==> config.mk <==
export PLATFORM = sky130hd
export DESIGN_NAME = head_angle_to_pointer_mapper_top
export DESIGN_NICKNAME = d
export VERILOG_FILES = /design/src/rtl/hapm_pkg.sv /design/src/rtl/head_angle_to_pointer_mapper_top.sv /design/src/rtl/hapm_ctrl.sv /design/src/rtl/hapm_datapath.sv
export SDC_FILE = /design/constraint.sdc
export NUM_CORES = 2
export LEC_CHECK = 0
export ABC_AREA = 1
export BUFFER_PORTS_ARGS = -buffer_cell sky130_fd_sc_hd__buf_2
export CAP_MARGIN = 20
export CORE_MARGIN = 1
export CORE_UTILIZATION = 39
export CTS_BUF_LIST = sky130_fd_sc_hd__clkbuf_16
export DETAILED_ROUTE_END_ITERATION = 8
export PLACE_DENSITY = 0.64
export SETUP_SLACK_MARGIN = 0.02
export SLEW_MARGIN = 20
export SYNTH_ARGS = -nofsm -noshare
export SYNTH_HDL_FRONTEND = slang
export SYNTH_SLANG_ARGS = --single-unit
export TNS_END_PERCENT = 20
==> constraint.sdc <==
create_clock -name clk -period 11.1 [get_ports clk]
set_input_delay 1.11 -clock clk [delete_from_list [all_inputs] [get_ports clk]]
set_output_delay 1.11 -clock clk [all_outputs]
set_load 0.01 [all_outputs]
==> src/rtl/hapm_pkg.sv <==
package hapm_pkg;

  localparam int CFG_IDX_W = 2;
  localparam int PROD_W    = 50;
  localparam int SUM_W     = 51;

  localparam logic [15:0] POS_MAX = 16'hFFFF;

  localparam logic [CFG_IDX_W-1:0] CFG_DISPLAY_COUNT = 2'd0;
  localparam logic [CFG_IDX_W-1:0] CFG_X_ABS_PER_PIX = 2'd1;
  localparam logic [CFG_IDX_W-1:0] CFG_Y_ABS_PER_PIX = 2'd2;

  localparam logic [3:0] WS_BOUND_L = 4'd0;
  localparam logic [3:0] WS_BOUND_B = 4'd3;
  localparam logic [3:0] WS_EDGE_HL = 4'd4;
  localparam logic [3:0] WS_EDGE_HR = 4'd5;
  localparam logic [3:0] WS_EDGE_VT = 4'd6;
  localparam logic [3:0] WS_EDGE_VB = 4'd7;
  localparam logic [3:0] WS_SLOPE_X = 4'd8;
  localparam logic [3:0] WS_SLOPE_Y = 4'd9;
  localparam logic [3:0] WS_PAD_L   = 4'd10;
  localparam logic [3:0] WS_PAD_B   = 4'd13;

  typedef enum logic [1:0] {
    MODE_INTERP,
    MODE_PAD_ADD,
    MODE_PAD_SUB
  } axis_mode_t;

  // Controller to datapath
  typedef struct packed {
    logic wr;        // table write request accepted
    logic start;     // sample request accepted
    logic next;      // advance scan index
    logic hit;       // current entry contains the angles
    logic fall;      // point index at remembered display
    logic decide;    // pick fallback axis modes
    logic mul;       // capture product for selected axis
    logic load_x;    // saturate and hold x
    logic load_out;  // saturate y and fill output register
    logic axis_y;    // axis select for mul and add
  } hapm_cmd_t;

  // Datapath to controller
  typedef struct packed {
    logic hit;
    logic scan_end;
    logic n_zero;
    logic out_free;
  } hapm_sts_t;

  function automatic logic [15:0] sat_pos(input logic signed [SUM_W-1:0] v);
    logic [15:0] r;
    if (v[SUM_W-1]) begin
      r = 16'd0;
    end else if (|v[SUM_W-2:32]) begin
      r = POS_MAX;
    end else begin
      r = v[31:16];
    end
    return r;
  endfunction

endpackage

==> src/rtl/head_angle_to_pointer_mapper_top.sv <==
// Channel | Direction | Handshake           | Payload
// in_     | input     | in_valid/in_ready   | func, yaw, pitch, entry_index, word_select,
//         |           |                     | word_value
// out_    | output    | out_valid/out_ready | pointer_x, pointer_y, on_screen, screen_used
// cfg_    | input     | cfg_valid/cfg_ready | cfg_index, cfg_data (always ready)
//
// A table write is taken in the idle state; in_ready stays high.
// A sample scans the displays from index 0 and stops at the first match; when none of the n
// scanned displays matches, it falls back to the remembered display. One table entry is
// compared per cycle, then one shared 33x17 multiplier serves x and then y.
// in_ready returns with out_valid, as the result enters the output register; a stalled output
// holds the last step, so the next request waits only when a result is still untaken.
// Synchronous active-low reset clears control, configuration and the remembered display.
module head_angle_to_pointer_mapper_top
  import hapm_pkg::*;
#(
  parameter int MAX_DISPLAYS = 8
) (
  input  logic                 clk,
  input  logic                 rst_n,
  input  logic                 in_valid,
  output logic                 in_ready,
  input  logic                 in_func,
  input  logic signed [14:0]   in_yaw,
  input  logic signed [14:0]   in_pitch,
  input  logic [2:0]           in_entry_index,
  input  logic [3:0]           in_word_select,
  input  logic signed [31:0]   in_word_value,
  output logic                 out_valid,
  input  logic                 out_ready,
  output logic [15:0]          out_pointer_x,
  output logic [15:0]          out_pointer_y,
  output logic                 out_on_screen,
  output logic [2:0]           out_screen_used,
  input  logic                 cfg_valid,
  output logic                 cfg_ready,
  input  logic [CFG_IDX_W-1:0] cfg_index,
  input  logic [31:0]          cfg_data
);

  hapm_cmd_t cmd;
  hapm_sts_t sts;

  assign cfg_ready = 1'b1;

  hapm_ctrl u_ctrl (
    .clk      (clk),
    .rst_n    (rst_n),
    .in_valid (in_valid),
    .in_func  (in_func),
    .in_ready (in_ready),
    .sts      (sts),
    .cmd      (cmd)
  );

  hapm_datapath #(
    .MAX_DISPLAYS (MAX_DISPLAYS)
  ) u_dp (
    .clk             (clk),
    .rst_n           (rst_n),
    .cmd             (cmd),
    .sts             (sts),
    .in_yaw          (in_yaw),
    .in_pitch        (in_pitch),
    .in_entry_index  (in_entry_index),
    .in_word_select  (in_word_select),
    .in_word_value   (in_word_value),
    .cfg_valid       (cfg_valid),
    .cfg_index       (cfg_index),
    .cfg_data        (cfg_data),
    .out_ready       (out_ready),
    .out_valid       (out_valid),
    .out_pointer_x   (out_pointer_x),
    .out_pointer_y   (out_pointer_y),
    .out_on_screen   (out_on_screen),
    .out_screen_used (out_screen_used)
  );

endmodule

==> src/rtl/hapm_ctrl.sv <==
module hapm_ctrl
  import hapm_pkg::*;
(
  input  logic      clk,
  input  logic      rst_n,
  input  logic      in_valid,
  input  logic      in_func,
  output logic      in_ready,
  input  hapm_sts_t sts,
  output hapm_cmd_t cmd
);

  typedef enum logic [2:0] {
    S_IDLE,
    S_SCAN,
    S_FALL,
    S_MUL_X,
    S_ADD_X,
    S_MUL_Y,
    S_ADD_Y
  } state_t;

  state_t state_r, state_nxt;

  assign in_ready = (state_r == S_IDLE);

  always_comb begin
    state_nxt = state_r;
    cmd       = '0;
    case (state_r)
      S_IDLE: begin
        if (in_valid) begin
          if (in_func) begin
            cmd.wr = 1'b1;
          end else begin
            cmd.start = 1'b1;
            state_nxt = sts.n_zero ? S_FALL : S_SCAN;
          end
        end
      end
      S_SCAN: begin
        if (sts.hit) begin
          cmd.hit   = 1'b1;
          state_nxt = S_MUL_X;
        end else if (sts.scan_end) begin
          cmd.fall  = 1'b1;
          state_nxt = S_FALL;
        end else begin
          cmd.next = 1'b1;
        end
      end
      S_FALL: begin
        cmd.decide = 1'b1;
        state_nxt  = S_MUL_X;
      end
      S_MUL_X: begin
        cmd.mul   = 1'b1;
        state_nxt = S_ADD_X;
      end
      S_ADD_X: begin
        cmd.load_x = 1'b1;
        state_nxt  = S_MUL_Y;
      end
      S_MUL_Y: begin
        cmd.mul    = 1'b1;
        cmd.axis_y = 1'b1;
        state_nxt  = S_ADD_Y;
      end
      S_ADD_Y: begin
        cmd.axis_y = 1'b1;
        // hold until the output register can take the result
        if (sts.out_free) begin
          cmd.load_out = 1'b1;
          state_nxt    = S_IDLE;
        end
      end
      default: begin
        state_nxt = S_IDLE;
      end
    endcase
  end

  always_ff @(posedge clk) begin
    if (!rst_n) begin
      state_r <= S_IDLE;
    end else begin
      state_r <= state_nxt;
    end
  end

endmodule

==> src/rtl/hapm_datapath.sv <==
module hapm_datapath
  import hapm_pkg::*;
#(
  parameter int MAX_DISPLAYS = 8
) (
  input  logic                  clk,
  input  logic                  rst_n,
  input  hapm_cmd_t             cmd,
  output hapm_sts_t             sts,
  input  logic signed [14:0]    in_yaw,
  input  logic signed [14:0]    in_pitch,
  input  logic [2:0]            in_entry_index,
  input  logic [3:0]            in_word_select,
  input  logic signed [31:0]    in_word_value,
  input  logic                  cfg_valid,
  input  logic [CFG_IDX_W-1:0]  cfg_index,
  input  logic [31:0]           cfg_data,
  input  logic                  out_ready,
  output logic                  out_valid,
  output logic [15:0]           out_pointer_x,
  output logic [15:0]           out_pointer_y,
  output logic                  out_on_screen,
  output logic [2:0]            out_screen_used
);

  localparam int IDX_W = (MAX_DISPLAYS > 1) ? $clog2(MAX_DISPLAYS) : 1;

  // display table, written by table requests only
  logic [15:0] bound_r  [MAX_DISPLAYS][4];
  logic [23:0] edge_h_r [MAX_DISPLAYS][2];
  logic [23:0] edge_v_r [MAX_DISPLAYS][2];
  logic [31:0] slope_r  [MAX_DISPLAYS][2];
  logic [15:0] pad_r    [MAX_DISPLAYS][4];

  logic [3:0]  count_r;
  logic [31:0] xpp_r, ypp_r;

  logic [IDX_W-1:0]   idx_r, last_r;
  logic signed [14:0] yaw_r, pitch_r;
  axis_mode_t         mode_x_r, mode_y_r;
  logic               on_r;
  logic signed [PROD_W-1:0] prod_r;
  logic [15:0]        px_r;
  logic               out_valid_r;

  logic [4:0]       ent_ext, idx_ext, n_eff;
  logic [IDX_W-1:0] wr_idx;
  logic [1:0]       pad_sel;

  logic signed [15:0] bl, br, bt, bb, yaw_w, pitch_w;
  logic signed [16:0] dist_x, dist_y;
  axis_mode_t         mode;
  logic [31:0]        mul_a;
  logic signed [16:0] mul_b;
  logic [23:0]        edge_sel;
  logic               do_sub;
  logic signed [SUM_W-1:0] base, sum;
  logic [15:0]        sat;

  assign ent_ext = 5'(in_entry_index);
  assign wr_idx  = ent_ext[IDX_W-1:0];
  assign idx_ext = 5'(idx_r);
  assign pad_sel = 2'(in_word_select - WS_PAD_L);
  assign n_eff   = (5'(count_r) > 5'(MAX_DISPLAYS)) ? 5'(MAX_DISPLAYS) : 5'(count_r);

  assign bl      = bound_r[idx_r][0];
  assign br      = bound_r[idx_r][1];
  assign bt      = bound_r[idx_r][2];
  assign bb      = bound_r[idx_r][3];
  assign yaw_w   = {yaw_r[14], yaw_r};
  assign pitch_w = {pitch_r[14], pitch_r};
  assign dist_x  = {yaw_w[15], yaw_w} - {bl[15], bl};
  assign dist_y  = {bt[15], bt} - {pitch_w[15], pitch_w};

  assign sts.hit      = (yaw_w > bl) && (yaw_w < br) && (pitch_w < bt) && (pitch_w > bb);
  assign sts.scan_end = (idx_ext + 5'd1) >= n_eff;
  assign sts.n_zero   = (n_eff == 5'd0);
  assign sts.out_free = !out_valid_r || out_ready;

  assign mode = cmd.axis_y ? mode_y_r : mode_x_r;

  always_comb begin
    case (mode)
      MODE_PAD_ADD: begin
        mul_a    = cmd.axis_y ? ypp_r : xpp_r;
        mul_b    = {1'b0, (cmd.axis_y ? pad_r[idx_r][2] : pad_r[idx_r][0])};
        edge_sel = cmd.axis_y ? edge_v_r[idx_r][0] : edge_h_r[idx_r][0];
        do_sub   = 1'b0;
      end
      MODE_PAD_SUB: begin
        mul_a    = cmd.axis_y ? ypp_r : xpp_r;
        mul_b    = {1'b0, (cmd.axis_y ? pad_r[idx_r][3] : pad_r[idx_r][1])};
        edge_sel = cmd.axis_y ? edge_v_r[idx_r][1] : edge_h_r[idx_r][1];
        do_sub   = 1'b1;
      end
      default: begin
        mul_a    = cmd.axis_y ? slope_r[idx_r][1] : slope_r[idx_r][0];
        mul_b    = cmd.axis_y ? dist_y : dist_x;
        edge_sel = cmd.axis_y ? edge_v_r[idx_r][0] : edge_h_r[idx_r][0];
        do_sub   = 1'b0;
      end
    endcase
  end

  // edge is Q16.8, product is Q.16
  assign base = $signed({{(SUM_W-32){1'b0}}, edge_sel, 8'd0});
  assign sum  = do_sub ? (base - SUM_W'(prod_r)) : (base + SUM_W'(prod_r));
  assign sat  = sat_pos(sum);

  always_ff @(posedge clk) begin
    // drop writes to entries past the table
    if (cmd.wr && (ent_ext < 5'(MAX_DISPLAYS))) begin
      case (in_word_select) inside
        [WS_BOUND_L:WS_BOUND_B]: bound_r[wr_idx][in_word_select[1:0]] <= in_word_value[15:0];
        [WS_EDGE_HL:WS_EDGE_HR]: edge_h_r[wr_idx][in_word_select[0]] <= in_word_value[23:0];
        [WS_EDGE_VT:WS_EDGE_VB]: edge_v_r[wr_idx][in_word_select[0]] <= in_word_value[23:0];
        [WS_SLOPE_X:WS_SLOPE_Y]: slope_r[wr_idx][in_word_select[0]] <= in_word_value;
        [WS_PAD_L:WS_PAD_B]:     pad_r[wr_idx][pad_sel] <= in_word_value[15:0];
        default: ;
      endcase
    end
  end

  // payload registers
  always_ff @(posedge clk) begin
    if (cmd.start) begin
      yaw_r   <= in_yaw;
      pitch_r <= in_pitch;
    end
    if (cmd.hit) begin
      mode_x_r <= MODE_INTERP;
      mode_y_r <= MODE_INTERP;
      on_r     <= 1'b1;
    end
    if (cmd.decide) begin
      on_r <= 1'b0;
      if (yaw_w < bl) begin
        mode_x_r <= MODE_PAD_ADD;
      end else if (yaw_w > br) begin
        mode_x_r <= MODE_PAD_SUB;
      end else begin
        mode_x_r <= MODE_INTERP;
      end
      if (pitch_w > bt) begin
        mode_y_r <= MODE_PAD_ADD;
      end else if (pitch_w < bb) begin
        mode_y_r <= MODE_PAD_SUB;
      end else begin
        mode_y_r <= MODE_INTERP;
      end
    end
    if (cmd.mul) begin
      prod_r <= $signed({1'b0, mul_a}) * mul_b;
    end
    if (cmd.load_x) begin
      px_r <= sat;
    end
    if (cmd.load_out) begin
      out_pointer_x   <= px_r;
      out_pointer_y   <= sat;
      out_on_screen   <= on_r;
      out_screen_used <= idx_ext[2:0];
    end
  end

  // control registers
  always_ff @(posedge clk) begin
    if (!rst_n) begin
      count_r     <= 4'd1;
      xpp_r       <= 32'h0001_0000;
      ypp_r       <= 32'h0001_0000;
      idx_r       <= '0;
      last_r      <= '0;
      out_valid_r <= 1'b0;
    end else begin
      if (cfg_valid) begin
        case (cfg_index)
          CFG_DISPLAY_COUNT: count_r <= cfg_data[3:0];
          CFG_X_ABS_PER_PIX: xpp_r   <= cfg_data;
          CFG_Y_ABS_PER_PIX: ypp_r   <= cfg_data;
          default: ;
        endcase
      end
      if (cmd.start) begin
        idx_r <= sts.n_zero ? last_r : '0;
      end else if (cmd.next) begin
        idx_r <= idx_r + 1'b1;
      end else if (cmd.fall) begin
        idx_r <= last_r;
      end
      if (cmd.hit) begin
        last_r <= idx_r;
      end
      if (cmd.load_out) begin
        out_valid_r <= 1'b1;
      end else if (out_ready) begin
        out_valid_r <= 1'b0;
      end
    end
  end

  assign out_valid = out_valid_r;

endmodule

Word-level counts from Yosys, hierarchy flattened
Memories as Yosys holds them, arrays and structs flattened. A register that Yosys moved wholly into a read port is not among the register bits.
Index checks and enable logic that the tools add are counted.

word-level totals
  register bits after elaboration = 215
  latch bits = 0
  RAM bits = 2304
  bits in read-only memories = 0
  input bits = 109
  output and inout port bits = 39
  memories = 5

memories
  memory         words  bits a word  rd ports  clocked after Yosys merged registers in  write ports  RTL line             text
  u_dp.bound_r   8      64           1         1                                        1            hapm_datapath.sv:29  logic [15:0] bound_r [MAX_DISPLAYS][4];
  u_dp.pad_r     8      64           1         1                                        1            hapm_datapath.sv:33  logic [15:0] pad_r [MAX_DISPLAYS][4];
  u_dp.slope_r   8      64           1         1                                        1            hapm_datapath.sv:32  logic [31:0] slope_r [MAX_DISPLAYS][2];
  u_dp.edge_h_r  8      48           1         1                                        1            hapm_datapath.sv:30  logic [23:0] edge_h_r [MAX_DISPLAYS][2];
  u_dp.edge_v_r  8      48           1         1                                        1            hapm_datapath.sv:31  logic [23:0] edge_v_r [MAX_DISPLAYS][2];

operators by class
  $add $sub $neg = 7
  multipliers = 1
  divide/modulo/power cells = 0
  order comparisons = 27
  equal/unequal tests = 14
  shift-type cells = 0
  muxes and demuxes = 95
  bitwise gates (word level) = 3
  reduce and logical (&&, ||, !) cells = 28

operators with widths
  cell                 number
  $mux W64             3
  $mux W32             4
  $mux W16             6
  $mux W24             4
  $mux W48             2
  $demux W16 S2        2
  $gt A15 B16 Y1       4
  $lt A15 B16 Y1       4
  $mux W3              20
  $add A33 B50 Y51     1
  $mux W51             1
  $sub A33 B50 Y51     1
  $mul A33 B17 Y50     1
  $mux W1              36
  $pmux W17 S2         1
  $demux W32 S1        1
  $demux W24 S1        1
  $mux W2              11
  $pmux W3 S7          1
  $reduce_or A18 Y1    1
  $mux W17             1
  $sub A15 B16 Y17     1
  $sub A16 B15 Y17     1
  $logic_and A1 B1 Y1  12
  other kinds (36)     55

Depth between registers and ports, before layout
  depth in word-level cells = 11
  depth in mapped cells = 52
  gate-level depth less buffers = 45

Modules after synthesis
A second synthesis with hierarchy kept.

second synthesis, totals
  cell total of the unflattened synthesis = 10999
  area, all modules = 123420.9 um2

by module, submodules not included
  module                            instances  cells an instance  area an instance (um2)
  hapm_datapath                     1          10943              123118.1
  hapm_ctrl                         1          54                 291.5
  head_angle_to_pointer_mapper_top  1          2                  11.3

Least setup slack after synthesis
OpenSTA, ideal clock, no wires.

  path kind = register to register
  from = reg (tool-made name)
  to = reg u_dp.prod_r[32] (data pin)
  setup time = 0.265 ns
  data arrival time = 8.492 ns
  path slack = 2.343 ns
  cell stages (with the launch flop) = 53
  buffers on the path = 8
  cell sequence = dfxtp_1 > buf_4 > buf_2 > buf_4 > buf_2 > buf_2 > buf_4 > clkbuf_1 > nor2_1 > o22ai_1 > nor2_1 > a31oi_1 > ha_1 > inv_1 > fa_1 > nand3_1 > and2_1 > nor2_1 > [17 not listed] > inv_1 > fa_1 > fa_1 > inv_1 > fa_1 > inv_1 > ha_1 > nand2_1 > nor2_1 > nand2_1 > nand2_1 > a31oi_1 > o21ai_0 > nand2_1 > nand2_1 > nand2_1 > o21ai_0 > xor2_1

RTL lines
  element               RTL line              text
  to (signal assigned)  hapm_datapath.sv:153  prod_r <= $signed({1'b0, mul_a}) * mul_b;
  to (decl)             hapm_datapath.sv:42   logic signed [PROD_W-1:0] prod_r;

==> reports/results.ini <==
[global_route]
use_met3_pct = 3.73
grt_overflow_total = 0
grt_pass1_wl_um = 549000
grtUsageMet1_pct = 30.5
grt_usage_pct = 23.1
busiest_layer = met2
grt_max_degree = 193
gr-usage-met2_pct = 37.5
antenna_found_initial = 21
grt_pass1_vias = 82277

[clocking]
clockBufferDepth = 4
cts.sinks = 2522
hold_buffers = 0
numCtsBuffers = 268
path_clk_slew_ps = 60
cts_tree = yes
cts_setup_buffers = 0
ctsResizeCount = 0
root_buffer = clkbuf_16
insertion_delay_ps = 910
h-tree-depth = 5

[setup_path]
critPathCaptureType = flop
cp_top_family = adder cells
cp_max_fo = 88
crit_path_start_kind = flop
path_class = flop to flop
path_buf_inv = 7
cp_data_arrival_time_ps = 10950
crit_required_ps = 11720
cp_slowest_cell = nand2_1
cp_slowest_stage_delay_ps = 730
crit_path_frequent_cell = fa_1

[synthesis]
synth_cell_type_count = 62
synthArstFlopShare_pct = 0
netlist_area_sq_um = 124000
syn-num-nets = 11822
synth.yosys.seq_area_share_pct = 60.6
synth_warnings = 0
syn_area_per_cell_sq_um = 11.3
synth_cells = 10983
synth-edff-count = 2440
synth-seq-cells = 2522
ys.flop_type = edfxtp_1

[floorplanning]
fp.coreArea_sq_um = 315000
ios = 148
die-area_sq_um = 319000
rows = 206
initial_core_util_pct = 39.2
die_height_um = 565
die_w_um = 565

[sta]
setup_viol = 0
setup_slack_ps = 771
maxSlewHeadroom_pct = 15.7
maxSlewViolCount = 0
finalSetupTns_ps = 0
post-route-min-period_ps = 10330
worst-slew-pin-transition_ps = 1250
max_freq_ghz = 0.0968
skew_ps = 69.3
fin_crit_sh_pct = 93.1
hold_viol_final = 0
grt_setup_unrepaired = false

[placed_design]
post-place-ws_ps = 1010
routabilityCongestion = 0.958
port_buffers = 146
dp_hpwl_um = 236000

[routing]
wl_um = 375000
viasPerCell = 5.57
drc = 0
drt_first_iter_violations = 9229
drtAntennaViolNets = 0
vias = 85859
drtPass1Iterations = 8
wl_per_cell_um = 24.3

[cells_and_area]
nets = 11866
drive_gt1_share_pct = 8.30
n_fill_cell = 28871
final_cell_mix = 2440 x edfxtp_1, 2030 x nand2_1, 1204 x nor2_1, 1051 x inv_1, 809 x a21oi_1
final_common_cell = edfxtp_1
syn_to_final_growth_pct = 11.7

[outcome]
outcome = finished, final reports clean

[min_path]
hold_path_class = input port to flop

[run]
maxCapViolations = 0

-- logic make-up (layout without fill, tap and decap cells) --
kind of cell | count (synthesis) | count (layout) | share of synthesized area (%)
buf+inv | 1647 | 1906 | 5.32
compound gates | 2326 | 2326 | 11.8
xor+xnor | 69 | 69 | 0.489
fa+ha+maj | 730 | 730 | 10.1
flops | 2522 | 2522 | 60.6
mux | 1 | 1 | 0.00809
other cells | 1 | 13 | 0.00303
simple gates | 3687 | 3687 | 11.7
-- layout make-up --
class                   instances  area, sq um  area share [%]
inverters                    1035         3920            2.83
repair buffers                386         2950            2.13
flip-flops and latches       2522        74900            54.2
diodes                         12         30.0          0.0217
well taps                    4160         5200            3.77
multi-input cells            6814        42600            30.8
clock inverters               212         1730            1.25
clock buffers                 273         6830            4.94
-- synthesized netlist by cell type, drive strengths merged (42+ instances only) --
| library cell | number | share of area (%) |
|---|---|---|
| o21ai | 717 | 2.9 |
| o22ai | 102 | 0.52 |
| a221oi | 172 | 1.2 |
| nand3 | 246 | 1.0 |
| o211ai | 48 | 0.29 |
| o221ai | 103 | 0.73 |
| a32o | 101 | 0.82 |
| ha | 279 | 2.8 |
| inv | 1030 | 3.1 |
| nor3 | 50 | 0.21 |
| dfxtp | 82 | 1.3 |
| o311ai | 42 | 0.30 |
| nand2 | 2037 | 6.2 |
| a31oi | 45 | 0.23 |
| clkbuf | 303 | 0.92 |
| buf | 309 | 1.3 |
| a21oi | 810 | 3.3 |
| nor2 | 1276 | 3.9 |
| fa | 451 | 7.3 |
| edfxtp | 2440 | 59 |
-- state kept, by name, summed over array words and instances, names as in the netlist, named ones only --
register	flops
u_ctrl.state_r	3
u_dp.bound_r	512
u_dp.count_r	4
u_dp.edge_h_r	384
u_dp.edge_v_r	384
u_dp.idx_r	3
u_dp.last_r	3
u_dp.mode_x_r	2
u_dp.mode_y_r	2
u_dp.on_r	1
u_dp.out_on_screen	1
u_dp.out_pointer_x	16
u_dp.out_pointer_y	16
u_dp.out_screen_used	3
u_dp.out_valid	1
u_dp.pad_r	512
u_dp.pitch_r	15
u_dp.prod_r	50
u_dp.px_r	16
u_dp.slope_r	512
u_dp.xpp_r	32
u_dp.yaw_r	15
u_dp.ypp_r	32
-- per-layer routing --
metal	wire, um	part of all wire [%]
met3	30800	8.2
met2	175000	47
met5	23	0.0061
met1	151000	40
met4	17900	4.8
-- worst register-to-register path: cells and delay by family (launching register included) --
kind                       cells  cell delay [ps]
AOI/OAI and AO/OA              7             1090
xor gates and xnor gates       1              150
adders and majority gates      8             3890
buffers and inverters          7             1240
DFF                            1              450
and+or+nand+nor               13             3290
-- worst paths after layout --
| path | slack, ps | startpoint | cells after the start | to |
|---|---|---|---|---|
| max | 770 | flop | 36 | u_dp.prod_r[47] |
| min | 370 | in_pitch[9] | 1 | u_dp.pitch_r[9] |
| max reg2reg | 770 | flop | 36 | u_dp.prod_r[47] |
| min reg2reg | 420 | u_dp.px_r[4] | 0 | u_dp.out_pointer_x[4] |
-- per-stage QoR --
step	utilization, %	instance area [sq um]	hold WS [ps]	instances
final	43.8	138000	372	15414
after global routing	43.8	138000	346	15408
after CTS	43.8	138000	326	15398
after detailed placement	41.1	129000	405	14913
after global placement	41.1	129000	402	14913
after floorplan	-	124000	400	10983
Power is left out: the tool's default activity adds up to more than one toggle a clock period on the data nets, which glitch-free logic cannot reach.
